<file path="config.mk">
export PLATFORM = sky130hd
export DESIGN_NAME = point_in_polygon_test_unit
export DESIGN_NICKNAME = d
export VERILOG_FILES = /design/src/rtl/core/pip_pkg.sv /design/src/rtl/core/pip_ram.sv /design/src/rtl/core/point_in_polygon_test_unit.sv
export SDC_FILE = /design/constraint.sdc
export NUM_CORES = 2
export LEC_CHECK = 0
export ABC_AREA = 1
export BUFFER_PORTS_ARGS = -buffer_cell sky130_fd_sc_hd__buf_4
export CAP_MARGIN = 20
export CORE_MARGIN = 2
export CORE_UTILIZATION = 50
export DETAILED_ROUTE_END_ITERATION = 7
export PLACE_DENSITY = 0.72
export SKIP_LAST_GASP = 1
export SLEW_MARGIN = 25
export SYNTH_ARGS = -nofsm -noshare
export SYNTH_HDL_FRONTEND = slang
export SYNTH_SLANG_ARGS = --single-unit
</file>
<file path="constraint.sdc">
create_clock -name clk -period 9.3 [get_ports clk]
set_clock_uncertainty 0.1 [all_clocks]
set_input_delay 0.93 -clock clk [delete_from_list [all_inputs] [get_ports clk]]
set_output_delay 0.93 -clock clk [all_outputs]
set_load 0.01 [all_outputs]
</file>
<file path="src/rtl/core/pip_pkg.sv">
package pip_pkg;

	localparam int MAX_VERTICES = 64;
	localparam int ADDR_W       = $clog2(MAX_VERTICES);
	localparam int CNT_W        = $clog2(MAX_VERTICES + 1);
	localparam int COORD_W      = 16;
	localparam int TOTAL_W      = 7;
	localparam int DIFF_W       = COORD_W + 1;
	localparam int PROD_W       = 2 * DIFF_W;

	localparam logic [1:0] FUNC_CLEAR  = 2'd0;
	localparam logic [1:0] FUNC_APPEND = 2'd1;
	localparam logic [1:0] FUNC_TEST   = 2'd2;

	localparam logic [1:0] STAT_OK    = 2'd0;
	localparam logic [1:0] STAT_FULL  = 2'd1;
	localparam logic [1:0] STAT_DUP   = 2'd2;
	localparam logic [1:0] STAT_EMPTY = 2'd3;

	typedef struct packed {
		logic [1:0]                func;
		logic signed [COORD_W-1:0] coord_x;
		logic signed [COORD_W-1:0] coord_y;
	} in_t;

	typedef struct packed {
		logic               inside_res;
		logic [1:0]         status;
		logic [TOTAL_W-1:0] vertex_total;
	} out_t;

endpackage

</file>
<file path="src/rtl/core/pip_ram.sv">
module pip_ram #(
	parameter int WIDTH = 32,
	parameter int DEPTH = 64
) (
	input  logic                     clk,
	input  logic                     we,
	input  logic [$clog2(DEPTH)-1:0] waddr,
	input  logic [WIDTH-1:0]         wdata,
	input  logic                     re,
	input  logic [$clog2(DEPTH)-1:0] raddr,
	output logic [WIDTH-1:0]         rdata
);

	logic [WIDTH-1:0] mem [DEPTH];

	always_ff @(posedge clk) begin
		if (we) begin
			mem[waddr] <= wdata;
		end
		if (re) begin
			rdata <= mem[raddr];
		end
	end

endmodule

</file>
<file path="src/rtl/core/point_in_polygon_test_unit.sv">
// Point-in-polygon tester, even-odd crossing rule over a vertex table.
// Input channel (in_valid/in_ready/in_data) carries one request per
// transaction: clear the table, append a vertex, or test a point.
// Output channel (out_valid/out_ready/out_data) returns exactly one result
// per request: inside flag, status and the vertex count after the request.
// Clear, append, the unused code and a test of an empty table register their
// result in res_q on acceptance and then pass it to the output register.
// A test reads the vertex RAM once per vertex plus one extra read for the
// closing edge, then drains a two-stage multiply and compare pipeline.
// The single RAM read port, one edge per cycle, sets the test time.
// A new request is taken once the previous one has handed its result to
// the output register, so one result may wait in out_data while the next
// request is already being worked on. If the receiver stalls, the finished
// result is held until the output register frees up.
// Reset empties the table and drops any pending result; RAM contents are
// left as they are and are only read below the vertex count.
module point_in_polygon_test_unit (
	input  logic          clk,
	input  logic          arst_n,
	input  logic          in_valid,
	output logic          in_ready,
	input  pip_pkg::in_t  in_data,
	output logic          out_valid,
	input  logic          out_ready,
	output pip_pkg::out_t out_data
);
	import pip_pkg::*;

	localparam logic [1:0] ST_IDLE  = 2'd0;
	localparam logic [1:0] ST_SCAN  = 2'd1;
	localparam logic [1:0] ST_DRAIN = 2'd2;
	localparam logic [1:0] ST_RES   = 2'd3;

	logic [1:0] state_q;
	logic [CNT_W-1:0] cnt_q;
	logic [CNT_W-1:0] iss_q;
	logic signed [COORD_W-1:0] last_x_q, last_y_q;
	logic signed [COORD_W-1:0] tx_q, ty_q;
	logic signed [COORD_W-1:0] prev_x_q, prev_y_q;
	logic inside_q;
	out_t res_q;
	out_t out_q;
	logic out_valid_q;

	logic v_s1, first_s1;
	logic v_s2, dpos_s2, cross_s2;
	logic signed [PROD_W-1:0] lhs_s2, rhs_s2;

	logic accept;
	logic is_dup, is_full;
	logic ram_we, ram_re;
	logic [ADDR_W-1:0] ram_waddr, ram_raddr;
	logic [2*COORD_W-1:0] ram_wdata, ram_rdata;
	logic signed [COORD_W-1:0] cur_x, cur_y;
	logic signed [DIFF_W-1:0] diff_a, diff_b, diff_c, diff_d;
	logic [CNT_W-1:0] cnt_inc;
	logic left;

	assign accept   = in_valid && in_ready;
	assign in_ready = (state_q == ST_IDLE);
	assign out_valid = out_valid_q;
	assign out_data  = out_q;

	assign is_dup  = (cnt_q != '0) && (last_x_q == in_data.coord_x) &&
		(last_y_q == in_data.coord_y);
	assign is_full = (cnt_q >= CNT_W'(MAX_VERTICES));
	assign cnt_inc = cnt_q + CNT_W'(1);

	assign ram_we    = accept && (in_data.func == FUNC_APPEND) && !is_dup && !is_full;
	assign ram_waddr = cnt_q[ADDR_W-1:0];
	assign ram_wdata = {in_data.coord_x, in_data.coord_y};
	// first read fetches the last vertex so the closing edge comes first
	assign ram_re    = (state_q == ST_SCAN);
	assign ram_raddr = (iss_q == '0) ? ADDR_W'(cnt_q - CNT_W'(1)) :
		ADDR_W'(iss_q - CNT_W'(1));

	pip_ram #(
		.WIDTH(2 * COORD_W),
		.DEPTH(MAX_VERTICES)
	) u_vtx_ram (
		.clk   (clk),
		.we    (ram_we),
		.waddr (ram_waddr),
		.wdata (ram_wdata),
		.re    (ram_re),
		.raddr (ram_raddr),
		.rdata (ram_rdata)
	);

	assign cur_x = $signed(ram_rdata[2*COORD_W-1:COORD_W]);
	assign cur_y = $signed(ram_rdata[COORD_W-1:0]);

	// edge (i = cur, j = prev); compare (tx-xi)*d against (xj-xi)*(ty-yi)
	assign diff_a = $signed({tx_q[COORD_W-1], tx_q}) - $signed({cur_x[COORD_W-1], cur_x});
	assign diff_b = $signed({prev_x_q[COORD_W-1], prev_x_q}) -
		$signed({cur_x[COORD_W-1], cur_x});
	assign diff_c = $signed({ty_q[COORD_W-1], ty_q}) - $signed({cur_y[COORD_W-1], cur_y});
	assign diff_d = $signed({prev_y_q[COORD_W-1], prev_y_q}) -
		$signed({cur_y[COORD_W-1], cur_y});

	assign left = dpos_s2 ? (lhs_s2 < rhs_s2) : (lhs_s2 > rhs_s2);

	always_ff @(posedge clk) begin
		if (v_s1) begin
			prev_x_q <= cur_x;
			prev_y_q <= cur_y;
		end
		if (v_s1 && !first_s1) begin
			lhs_s2   <= diff_a * diff_d;
			rhs_s2   <= diff_b * diff_c;
			dpos_s2  <= (prev_y_q > cur_y);
			cross_s2 <= (cur_y > ty_q) != (prev_y_q > ty_q);
		end
		if (accept) begin
			tx_q <= in_data.coord_x;
			ty_q <= in_data.coord_y;
		end
		if (ram_we) begin
			last_x_q <= in_data.coord_x;
			last_y_q <= in_data.coord_y;
		end
	end

	always_ff @(posedge clk or negedge arst_n) begin
		if (!arst_n) begin
			state_q     <= ST_IDLE;
			cnt_q       <= '0;
			iss_q       <= '0;
			inside_q    <= 1'b0;
			res_q       <= '0;
			out_q       <= '0;
			out_valid_q <= 1'b0;
			v_s1        <= 1'b0;
			first_s1    <= 1'b0;
			v_s2        <= 1'b0;
		end else begin
			v_s1     <= ram_re;
			first_s1 <= (iss_q == '0);
			v_s2     <= v_s1 && !first_s1;
			if (v_s2 && cross_s2 && left) begin
				inside_q <= !inside_q;
			end

			if (out_valid_q && out_ready) begin
				out_valid_q <= 1'b0;
			end

			case (state_q)
				ST_IDLE: begin
					if (accept) begin
						res_q.inside_res   <= 1'b0;
						res_q.status       <= STAT_OK;
						res_q.vertex_total <= TOTAL_W'(cnt_q);
						inside_q           <= 1'b0;
						iss_q              <= '0;
						state_q            <= ST_RES;
						case (in_data.func)
							FUNC_CLEAR: begin
								cnt_q              <= '0;
								res_q.vertex_total <= '0;
							end
							FUNC_APPEND: begin
								if (is_dup) begin
									res_q.status <= STAT_DUP;
								end else if (is_full) begin
									res_q.status <= STAT_FULL;
								end else begin
									cnt_q              <= cnt_inc;
									res_q.vertex_total <= TOTAL_W'(cnt_inc);
								end
							end
							FUNC_TEST: begin
								if (cnt_q == '0) begin
									res_q.status <= STAT_EMPTY;
								end else begin
									state_q <= ST_SCAN;
								end
							end
							default: begin
							end
						endcase
					end
				end
				ST_SCAN: begin
					iss_q <= iss_q + CNT_W'(1);
					if (iss_q == cnt_q) begin
						state_q <= ST_DRAIN;
					end
				end
				ST_DRAIN: begin
					if (!v_s1 && !v_s2) begin
						res_q.inside_res <= inside_q;
						state_q          <= ST_RES;
					end
				end
				ST_RES: begin
					if (!out_valid_q || out_ready) begin
						out_q       <= res_q;
						out_valid_q <= 1'b1;
						state_q     <= ST_IDLE;
					end
				end
				default: begin
					state_q <= ST_IDLE;
				end
			endcase
		end
	end

endmodule

</file>
* Yosys cells after proc, flatten, opt, wreduce, memory -nomap -nowiden
Memory sizes are Yosys's and may differ from the RTL's. A register that Yosys moved wholly into a read port is not among the register bits.
Cells that the tools add are included.
W data, S select, Z words.
** Word-level totals
- Register bits :: 200
- Bits in writable memories :: 2048
- Input port bits :: 38
- Output and inout port bits :: 12
- Logic and storage cells :: 113
- Memories kept :: 1
** Cells by class
- Add/subtract/negate cells :: 8
- Multiply operators :: 2
- Magnitude comparators :: 6
- Equal/unequal tests :: 13
- Mux-type cells :: 29
- Reduce and logical (&&, ||, !) cells :: 31
** Memories
- u_vtx_ram.mem :: depth 64, width 32, rd ports 1, clocked after Yosys merged registers in 1, wr ports 1, line pip_ram.sv:14 : logic [WIDTH-1:0] mem [DEPTH];
** Operators with widths (number)
- $mul A17 B17 Y34 :: 2
- $sub A16 B16 Y17 :: 4
- $gt A16 B16 Y1 :: 3
- $gt A34 B34 Y1 :: 1
- $lt A34 B34 Y1 :: 1
- $eq A16 B16 Y1 :: 2
- $pmux W7 S2 :: 2
- $mux W7 :: 3
- $mux W2 :: 8
- $add A7 B1 Y7 const B :: 2
- $logic_not A7 Y1 :: 2
- $sub A6 B1 Y6 const B :: 2
- $logic_and A1 B1 Y1 :: 11
- $mux W1 :: 11
- $mux W10 :: 1
- $pmux W2 S4 :: 1
- $eq A7 B7 Y1 :: 1
- $ge A7 B7 Y1 const B :: 1
- $logic_not A1 Y1 :: 7
- $reduce_bool A7 Y1 :: 1
- $eq A2 B2 Y1 const B :: 3
- $mux W6 :: 1
- $reduce_and A2 Y1 :: 3
- $eq A2 B1 Y1 const B :: 2
- 10 further kinds :: 14

* Depth between registers and ports, before layout
- Depth in word-level cells :: 8
- Gate-level depth with buffers :: 38

* Hierarchy
A second synthesis with hierarchy kept.
** Unflattened totals
- Cell total of the unflattened synthesis :: 10470
- Area total of the unflattened synthesis :: 116319.1 µm²
** By module, submodules not included
- pip_ram :: times used 1, cells an instance 6769, area each 83058.4 µm²
- point_in_polygon_test_unit :: times used 1, cells an instance 3701, area each 33260.6 µm²

* Least setup slack after synthesis
No wires, ideal clock.
- Path kind :: register to register
- From :: register u_vtx_ram.rdata[16], read port of u_vtx_ram.mem
- To :: register lhs_s2[30], data pin
- Setup time :: 0.252 ns
- Arrival :: 7.038 ns
- Data required time :: 8.948 ns
- Slack :: 1.910 ns
- Cell stages (with the launch flop) :: 32
- Buffers on the path :: 1
- Cells stage by stage :: edfxtp_1 ha_1 fa_1 o21ai_1 nand2_1 nand2_1 a21boi_1 o21ai_0 xor2_1 clkbuf_1 nand2_1 fa_1 inv_1 fa_1 inv_1 fa_1 inv_1 fa_1 inv_1 fa_1 inv_1 fa_1 ha_1 nand2_1 nor3_1 a21oi_1 o21bai_1 nand2_1 o21ai_0 nand2_1 nand3_1 nand2_1
** On the way
- Longest elaborated chain between the ends :: 2
** Ends and longest elaborated chain
- start: declaration :: line pip_ram.sv:11 : output logic [WIDTH-1:0] rdata
- $sub A16 B16 Y17 :: line point_in_polygon_test_unit.sv:94 : assign diff_a = $signed({tx_q[COORD_W-1], tx_q}) - $signed({cur_x[COORD_W-1], cur_x});
- $mul A17 B17 Y34 :: line point_in_polygon_test_unit.sv:109 : lhs_s2 <= diff_a * diff_d;
- end signal: assignment :: line point_in_polygon_test_unit.sv:109
- end: declaration :: line point_in_polygon_test_unit.sv:47 : logic signed [PROD_W-1:0] lhs_s2, rhs_s2;
No other way between the ends.
A chain may end at the register's enable or synchronous reset.

* Worst setup path in the final report
- From :: register u_vtx_ram.rdata[0], read port of u_vtx_ram.mem
- To :: register lhs_s2[33], data pin
** On the way
- Longest elaborated chain between the ends :: 2
** Ends and longest elaborated chain
- $sub A16 B16 Y17 :: line point_in_polygon_test_unit.sv:98 : assign diff_d = $signed({prev_y_q[COORD_W-1], prev_y_q}) -
- $mul A17 B17 Y34 :: line point_in_polygon_test_unit.sv:109
No other way between the ends.

==> flow_summary.yaml <==
run_status:
  status: "finished clean"
floorplan:
  row_count: 177
  start_util_pct: 50.2
  fp.dieH_microns: 487
  io-pin-count: 50
  die_area_sq_mm: 0.237
  die_w_microns: 487
  core_area_sq_mm: 0.232
job:
  drv_cap: 0
global_routing:
  grt_pass1_vias: 77613
  grt_pass1_wl_mm: 490
  grt_max_degree: 221
  grt_antenna_before_repair: 7
  grt-ovfl-total: 0
  grt_usage_pct: 27.6
route:
  vias: 79482
  ant_nets: 0
  routedWlPerCell_microns: 24.4
  drt_first_pass_iters: 6
  drt_iter0_drc: 10814
  vias_per_cell: 5.84
  wl_mm: 332
  route.detailed.drc: 0
worst_hold_path:
  whs_endpoint: "u_vtx_ram.mem[19][14]"
  hold_depth: 1
  worstHoldStart: "in_data[14]"
  hold_path_class: "input port to flip-flop"
worst_setup_path:
  r2r_slack_ps: 790
  startpoint_type: "flip-flop"
  reg2reg_from: "u_vtx_ram.rdata[0]"
  crit_required_ps: 9750
  timing.rr.end: "lhs_s2[33]"
  reg2regPathDepth: 26
  arrival_ps: 8960
  critPathKind: "flip-flop to flip-flop"
  critPathCaptureType: "flip-flop"
  cp_max_fo: 15
place:
  io_buffer_count: 49
  dpl.hpwl_mm: 201
  placed_area_sq_mm: 0.121
  gp_congestion: 0.915
clock_network:
  clock-root-buffer: "clkbuf_16"
  htreeDepth: 4
  cts_tree: "done"
  clk_path_buf_depth: 3
  post_cts_resized: 0
  clk_pin_slew_worst_paths_ps: 60
  cts_made_buffers: 216
  clock_latency_ps: 890
  cts.sinks: 2280
sta:
  rsz0062_at_grt: "false"
  relSlewSlack_pct: 22.4
  setup_viol: 0
  max_freq_mhz: 117
  slew_viol_final: 0
  setup_tns_ps: 0
  finalHoldViolations: 0
  period_share_pct: 91.5
  worst_pin_slew_ps: 1160
  min_period_ps: 8510
synthesis:
  synth_seq_area_share_pct: 58.6
  syn_area_per_cell_sq_um: 11.2
  ys_types: 54
  ys_seq_elements: 2280
  synthCells: 10435
  ys_top_cells_by_count: "edfxtp_1, nand2_1, inv_1"
  synth_top_cell_by_area: "edfxtp_1"
  synth_nets: 11365
  synthTopCellsByArea: "edfxtp_1, fa_1, nand2_1"
  ys.flop_type: "edfxtp_1"
  syn-cell-area_sq_mm: 0.117
  async_reset_ff_share_pct: 1.49
  synth_edf_count: 2246
  synth.most_common_cell: "edfxtp_1"
  netlist.area_leader.share_pct: 57.9
  ys_warn_count: 0
finish:
  syn_to_final_growth_pct: 9.72
  final_layout_size_suffix_gt1_share_pct: 6.18
  finalInstanceArea_sq_mm: 0.128
  layout.nets: 11319
-- final cells by class --
| type | count | area (sq um) |
|---|---|---|
| clock inverter | 114 | 1190 |
| inverter | 1339 | 5050 |
| timing repair buffer | 241 | 2080 |
| fill | 19053 | 104000 |
| clock buffer | 281 | 5740 |
| multi-input combinational | 6311 | 41700 |
| tap | 3043 | 3810 |
| sequential | 2280 | 68300 |
| antenna | 4 | 10.0 |
-- registers in the layout, indices dropped and copies added (netlist names), 2 cells and up, named ones only --
register	flops
u_vtx_ram.mem	2048
lhs_s2	34
rhs_s2	34
u_vtx_ram.rdata	32
last_x_q	16
last_y_q	16
prev_x_q	16
prev_y_q	16
tx_q	16
ty_q	16
out_data	10
iss_q	7
res_q	3
state_q	2
-- routing by layer --
| layer | part of all wire, % | vias to the layer above | track usage (%) |
|---|---|---|---|
| met2 | 46 | 4373 | 43.4 |
| met3 | 11 | 608 | 5.00 |
| met5 | 0.0084 | - | 0 |
| met4 | 3.7 | 4 | 9.63 |
| met1 | 39 | 39277 | 38.8 |
| li1 | - | 35220 | - |
-- cell families after synthesis --
group                      synth area share (%)
DFF                                        58.6
muxes                                    0.0193
xor gates and xnor gates                   1.18
AOI/OAI and AO/OA                          8.17
adders and majority gates                  13.4
buffers and inverters                      6.15
and+or+nand+nor                            12.5
-- cell usage in the layout (no fill, tap or decap), types with 158 or more instances in the layout --
master and count:
inv_1 1318, clkbuf_16 220, nor2_1 557, ha_1 294, edfxtp_1 2246, a21oi_1 158
fa_1 596, o21ai_0 1167, nand2_1 1968, buf_4 221, nand3_1 846, o211ai_1 195
-- worst max-delay path by stage --
stage | depth (start not counted) | to | slack, ps | from
5_1_grt | 26 | lhs_s2[33] | 360 | u_vtx_ram.rdata[0]
3_5_place_dp | 26 | lhs_s2[33] | 770 | u_vtx_ram.rdata[0]
4_1_cts | 26 | lhs_s2[33] | 750 | u_vtx_ram.rdata[0]
3_3_place_gp | 26 | lhs_s2[33] | 840 | u_vtx_ram.rdata[0]
2_1_floorplan | 31 | lhs_s2[30] | 1910 | u_vtx_ram.rdata[16]
6_report | 26 | lhs_s2[33] | 790 | u_vtx_ram.rdata[0]
-- metrics by stage --
| stage | cells | worst slack, ps | utilization (%) | hold WS, ps |
|---|---|---|---|---|
| 3_5_place_dp | 13213 | 765 | 52.1 | 341 |
| 5_1_grt | 13609 | 357 | 55.1 | 225 |
| 3_3_place_gp | 13206 | 842 | 52.0 | 330 |
| 4_1_cts | 13609 | 752 | 55.1 | 200 |
| 2_1_floorplan | 10435 | 1910 | - | 326 |
| 6_report | 13613 | 788 | 55.1 | 246 |
-- critical path, cell delays in order, from the launching register on --
cell and delay [ps]:
edfxtp_1 410, ha_1 250, fa_1 400, o21ai_0 430, a21o_1 240, a21oi_1 130
o21ai_0 220, xor2_1 530, inv_1 540, nor2_1 380, inv_1 90, fa_1 470
fa_1 520, inv_1 50, fa_1 500, inv_1 50, fa_1 460, fa_1 510
inv_1 50, fa_1 430, ha_1 380, a21oi_1 230, o21bai_1 90, a221oi_1 350
o21ai_0 150, a21oi_1 170, xor2_1 90
-- repair_timing --
action | CTS | global route
buffers inserted | 0 | 0
hold endpoints to repair | 33 | 0
hold buffers | 1 | 0
Power is not shown: default switching activity piles up to over one toggle a cycle in this logic, so the estimate is an artifact.
